**src/hdl/indexed_list_insert_erase_core_defines.svh**
```systemverilog
// Assertion macros shared by the indexed list core.
`ifndef INDEXED_LIST_INSERT_ERASE_CORE_DEFINES_SVH
`define INDEXED_LIST_INSERT_ERASE_CORE_DEFINES_SVH

// Same-cycle implication, disabled while reset is asserted.
`define ILIE_ASSERT_IMP(name, clk, rstn, ante, cons) \
    name: assert property (@(posedge clk) disable iff (!rstn) (ante) |-> (cons)) \
        else $error("indexed list assertion failed");

// Next-cycle implication, disabled while reset is asserted.
`define ILIE_ASSERT_NXT(name, clk, rstn, ante, cons) \
    name: assert property (@(posedge clk) disable iff (!rstn) (ante) |=> (cons)) \
        else $error("indexed list assertion failed");

`endif

```
**src/hdl/ilie_pkg.sv**
```systemverilog
// Types, codes and constants shared by the indexed list core.
package ilie_pkg;

    localparam int DEF_CAPACITY   = 64;
    localparam int DEF_DATA_WIDTH = 32;

    localparam int KIND_W    = 3;
    localparam int POS_W     = 7;
    localparam int VALUE_W   = 32;
    localparam int STATUS_W  = 2;
    localparam int LEN_W     = 7;
    // Slot index width that covers the largest supported capacity.
    localparam int MAX_IDX_W = 10;

    typedef enum logic [KIND_W-1:0] {
        KIND_APPEND    = 3'd0,
        KIND_INSERT    = 3'd1,
        KIND_ERASE     = 3'd2,
        KIND_OVERWRITE = 3'd3,
        KIND_READ      = 3'd4
    } t_kind;

    typedef enum logic [STATUS_W-1:0] {
        ST_DONE  = 2'd0,
        ST_RANGE = 2'd1,
        ST_FULL  = 2'd2
    } t_status;

    typedef enum logic [2:0] {
        COP_NONE       = 3'd0,
        COP_WRITE      = 3'd1,
        COP_INSERT     = 3'd2,
        COP_ERASE      = 3'd3,
        COP_LANE_LOAD  = 3'd4,
        COP_LANE_SHIFT = 3'd5
    } t_cell_op;

    typedef struct packed {
        t_cell_op               op;
        logic [MAX_IDX_W-1:0]   idx;
    } t_cell_cmd;

endpackage

```
**src/hdl/ilie_cell.sv**
```systemverilog
// One list slot with its neighbor links and its stage of the read lane.
module ilie_cell import ilie_pkg::*; #(
    parameter int DATA_WIDTH = DEF_DATA_WIDTH,
    parameter int INDEX      = 0
) (
    input  logic                  i_clk,
    input  t_cell_cmd             i_cmd,
    input  logic [DATA_WIDTH-1:0] i_value,
    input  logic [DATA_WIDTH-1:0] i_left,
    input  logic [DATA_WIDTH-1:0] i_right,
    input  logic [DATA_WIDTH-1:0] i_lane,
    output logic [DATA_WIDTH-1:0] o_data,
    output logic [DATA_WIDTH-1:0] o_lane
);

    localparam logic [MAX_IDX_W-1:0] MY_IDX = MAX_IDX_W'(INDEX);

    logic [DATA_WIDTH-1:0] r_data;
    logic [DATA_WIDTH-1:0] r_lane;
    logic                  w_eq;
    logic                  w_gt;

    assign w_eq = (i_cmd.idx == MY_IDX);
    assign w_gt = (MY_IDX > i_cmd.idx);

    always_ff @(posedge i_clk) begin
        case (i_cmd.op)
            COP_WRITE: begin
                if (w_eq) begin
                    r_data <= i_value;
                end
            end
            COP_INSERT: begin
                if (w_gt) begin
                    r_data <= i_left;
                end else if (w_eq) begin
                    r_data <= i_value;
                end
            end
            COP_ERASE: begin
                if (w_gt || w_eq) begin
                    r_data <= i_right;
                end
            end
            COP_LANE_LOAD: begin
                r_lane <= r_data;
            end
            COP_LANE_SHIFT: begin
                r_lane <= i_lane;
            end
            default: begin
            end
        endcase
    end

    assign o_data = r_data;
    assign o_lane = r_lane;

endmodule

```
**config.mk**
```make
export PLATFORM = sky130hd
export DESIGN_NAME = ilie_cell
export DESIGN_NICKNAME = d
export VERILOG_FILES = /design/src/hdl/indexed_list_insert_erase_core_defines.svh /design/src/hdl/ilie_pkg.sv /design/src/hdl/ilie_cell.sv
export SDC_FILE = /design/constraint.sdc
export NUM_CORES = 1
export LEC_CHECK = 0
export BUFFER_PORTS_ARGS = -buffer_cell sky130_fd_sc_hd__buf_2
export CAP_MARGIN = 20
export CORE_MARGIN = 2
export CORE_UTILIZATION = 44
export CTS_CLUSTER_SIZE = 14
export DETAILED_ROUTE_END_ITERATION = 12
export PLACE_DENSITY = 0.81
export SYNTH_ARGS = -nofsm -noshare
export SYNTH_HDL_FRONTEND = slang
export SYNTH_SLANG_ARGS = --single-unit
```
**constraint.sdc**
```tcl
create_clock -name i_clk -period 4.8 [get_ports i_clk]
set_clock_uncertainty 0.1 [all_clocks]
set_input_delay 0.48 -clock i_clk [delete_from_list [all_inputs] [get_ports i_clk]]
set_output_delay 0.48 -clock i_clk [all_outputs]
set_load 0.01 [all_outputs]
```
Word-level counts from Yosys, hierarchy flattened. Cells that the tools add are included.

Input port bits: 142. Register bits after elaboration: 64. Word-level logic and storage cells: 19. Output and inout bits: 64.

Eq/ne operators: 6. $lt $le $gt $ge: 1. Multiplexer cells: 5. Reductions and logical operators: 5.

Operators by type and width (number): 2-to-1 mux 32 bit (3); case mux 32 bit (3 select lines) (1); case mux 32 bit (2 select lines) (1); > comparator 1 x 10 -> 1 bit, first input constant (1); zero test 10 bit (1); equality test 3 x 2 -> 1 bit, second input constant (2); equality test 3 bit, second input constant (2); equality test 3 x 1 -> 1 bit, second input constant (1); nonzero test 3 bit (1); != test 2 bit, second input constant (1); AND reduction 2 bit (1); nonzero test 2 bit (1); logical OR 1 bit (1).

Logic depth before layout (Yosys ltp).
Depth in word-level cells: 4. Mapped depth: 6.

Worst setup path after synthesis. OpenSTA, ideal clock, no wires.

Path type: input port to flip-flop. From: input port i_cmd[0] in the netlist's numbering. To: register r_data[0], in the netlist o_data[0] (enable). Data arrival time: 3.795 ns. Setup slack: 0.444 ns. Stages on the path: 5. Cells stage by stage: or4_4 -> buf_6 -> buf_6 -> o311a_1 -> nor3_1.

Longest elaborated chain between the ends: 4. Elaborated cells on any way between the ends: 5. Those cells by class: order compare (1); eq/ne (1); reduce/logical (3).

RTL lines: start, declared (RTL line ilie_cell.sv:7) `input t_cell_cmd i_cmd,`; > comparator 1 x 10 -> 1 bit / zero test 10 bit (equally long branches) (RTL line ilie_cell.sv:24, ilie_cell.sv:23); logical OR 1 bit (*) (RTL line ilie_cell.sv:41) `if (w_gt || w_eq) begin`; != test 2 bit (no line) (*); AND reduction 2 bit (no line) (*); end signal, assigned (RTL line ilie_cell.sv:30) `r_data <= i_value;`; end signal, assigned (RTL line ilie_cell.sv:35) `r_data <= i_left;`; end signal, assigned (RTL line ilie_cell.sv:42) `r_data <= i_right;`; end, declared (RTL line ilie_cell.sv:18) `logic [DATA_WIDTH-1:0] r_data;`.

Mark *: on every way between the ends. The rest lies on a longest branch, timed or not. A chain may end at the register's enable or synchronous reset.

Final worst setup path.
From: input port i_cmd[4] in the netlist's numbering. To: register r_data[26], in the netlist o_data[26] (enable).

The elaborated chain is that of the path after synthesis.

==> run summary <==
The run finished with clean final reports. During placement, the flow inserted port buffers numbering 173. The logs give 29.3% for the remaining max-slew budget at the tightest pin and 64 for the clock sink total. Global routing used 20.5% of the available tracks across all layers. The tools report the initial antenna violation count as 0. The starting density of the core was 44.8%; the largest net degree at the start of global routing was 66. The worst hold path begins at i_lane[15]. The tools report the count of pins over their slew limit as 0.

Setup violations remaining at the end of the flow were counted as 0. Power spread over the standard cell area amounts to 278 nW/um2. Data arrives at the worst endpoint at 2.72 ns.

The maximum fanout along the worst path works out to 65. Final hold violation count: 0. The maximum root-to-sink buffer count is 2, and the floorplan core area is 7610 um2. Counting every instance in the synthesized netlist gives 296. The tools report the final net count as 595. The critical path start-end classification is input pin to register. For the count of nets left with antenna violations after detail routing, the log shows 0. The logs give 0.34 ns for the clock network latency to the later pin of the worst-skew pair and 58.7% for the final core utilization.

The tools report the hold-fix buffer count after cts as 0. The repair_antennas step left the layout with diodes totalling 0. The type of origin of the critical path is an input pin. The fraction of final layout cells sized beyond drive strength 1 was 50.0%; the first-pass GRT wire length was 13.6 mm.

The run gives 357 MHz as the maximum clock frequency. Relative to the synthesized area, the layout overhead comes to 31.1%. Detailed placement ended at an HPWL of 5.84 mm. The total length of routed wires was 8.71 mm; the violation count after the first detailed-routing iteration was 126. The Yosys step of the flow raised 0 warnings. Summed over all failing endpoints, the final setup total negative slack is 0 ns. The finished cells cover 4460 um2. The run gives 2812 as the number of global-route vias before repair. TritonCTS built the clock tree. The placed instances occupy a cell area of 4300 um2. STA classifies the critical path endpoint as a register. Tracing the worst setup path back leads to its startpoint at i_cmd[4]. For the number of distinct library cells after synthesis, the log shows 18. The final route contains 3014 vias.

Once the clock tree was built, the resizer swapped 0 gates to a different size. For this run, the detailed router's first-pass iteration total came to 4. The final critical-path share of the clock period was 58.4%; the number of buffers created by CTS was 9.

The floorplan step set the die height to 92.0 um. The portion of the post-synthesis area used by sequential elements is 56.4%, and the instance count after placement with tap cells included is 544. By area the synthesized netlist is led by sky130_fd_sc_hd__edfxtp_1, sky130_fd_sc_hd__mux2_2, sky130_fd_sc_hd__or4_1. Data on the critical path is required at its endpoint by 4.72 ns. The total overflow left after global routing is 0. IR analysis of the VDD net gives a maximum drop of 0.118 mV. The clock slew seen by the registers of the worst setup and hold paths came out at 0.08 ns.

The CTS root buffer is sky130_fd_sc_hd__clkbuf_8. The die covers 8460 um2. After detailed routing, the number of remaining DRC violations is 0. The total setup buffers inserted after CTS was 0. The final instance count without filler cells came out at 560. Summed over all instances, the cell type with the most area after synthesis is sky130_fd_sc_hd__edfxtp_1. Setup repair after global routing left no endpoint under its margin. For this design the static power due to leakage is 1.88 nW. For the H-tree depth, the log shows 3. The count of filler cells inserted in the layout is 679.

The run gives 32 as the number of rows created at floorplan. The startpoint identified for the worst register-to-register timing path is o_data[31]$_DFFE_PP_. The synthesized design devotes to its leading area cell type 56.4% of total area. For the finished layout, the period the worst path requires is 2.80 ns. In this run the count of I/O pins placed on the die edge is 206.

The synthesized netlist occupies a cell area of 3400 um2. Dividing the detail-routed via count by the number of cells gives 5.38. The slew at the pin closest to its max-slew limit was 1.06 ns.

The synthesized design contains 64 register bits. Dividing the detail-routed wire length by the instance count gives 15.5 um. Counting every net in the synthesized netlist gives 438. Averaged over all synthesized cells, the footprint is 11.5 um2. The congestion estimate from routability-driven global placement came to 0.726. Across the run, the number of max-cap violations was 0.

The path class of the tightest hold or removal check is input pin to register. The die width is 92.0 um.
[cell usage in the layout, fill, tap and decap left out, drive strengths merged, types with 2 or more instances in the layout]
cell type and count:
nor2 33, clkbuf 9, buf 177, o31ai 32
mux2 32, edfxtp 64, clkinvlp 2, inv 32
or4 34, a31oi 32, clkinv 5
[power breakdown]
part           switching (mW)  internal [mW]
clock                   0.209          0.181
combinational          0.0943         0.0854
sequential             0.0146          0.655
[worst max-delay path, stage by stage]
cell	delay [ns]
sky130_fd_sc_hd__buf_2	0.09
sky130_fd_sc_hd__or4_2	1.15
sky130_fd_sc_hd__o311a_1	0.50
sky130_fd_sc_hd__nor3_2	0.17
sky130_fd_sc_hd__buf_4	0.30
[worst paths after layout]
kind / endpoint / slack [ns] / cells past startpoint
max: o_data[26]$_DFFE_PP_ / 2.00 / 5
max reg2reg: o_lane[31]$_DFFE_PP_ / 3.73 / 1
min: o_lane[15]$_DFFE_PP_ / 0.34 / 2
min reg2reg: o_lane[2]$_DFFE_PP_ / 0.52 / 1
[cell families after synthesis]
group / Yosys count / synth area share (%)
DFF: 64 / 56.4
and+or+nand+nor: 72 / 12.1
AOI/OAI and AO/OA: 65 / 13.2
muxes: 32 / 10.6
buffers and inverters: 63 / 7.64
[layout make-up]
| class | count | area (um2) | share of cell area, % |
|---|---|---|---|
| inverter | 32 | 120 | 2.69 |
| sequential | 64 | 1920 | 43.0 |
| timing repair buffer | 177 | 896 | 20.1 |
| multi-input combinational | 169 | 1240 | 27.7 |
| clock buffer | 9 | 124 | 2.77 |
| tap | 102 | 128 | 2.86 |
| clock inverter | 7 | 38.8 | 0.869 |
[per-layer routing]
metal,track usage [%],up-vias,wire length [um]
met1,25.9,1425,3680
li1,-,1459,-
met4,8.71,0,121
met2,34.5,120,4400
met5,0,-,0
met3,3.70,10,511
[registers in the layout (all words and copies together), names as in the netlist]
name and count:
o_data 32, o_lane 32
[through the flow]
| step | power, mW | hold slack, ns | worst slack, ns |
|---|---|---|---|
| final | 1.24 | 0.339 | 2.00 |
| after global routing | 1.29 | 0.333 | 1.87 |
| after global placement | 0.853 | 0.492 | 1.77 |
| after floorplan | 0.773 | 0.548 | 0.444 |
| after detailed placement | 0.863 | 0.507 | 1.66 |
| after CTS | 1.25 | 0.318 | 2.03 |
[Yosys cell counts (all sizes together)]
cell    instances
a31oi          32
buf             8
clkbuf         23
edfxtp         64
inv            32
mux2           32
nand2           1
nand3b          1
nor2           33
nor2b           1
nor3            1
o311a           1
o31ai          32
or2             1
or4            34
No activity file was read; power rests on OpenSTA's default activity.
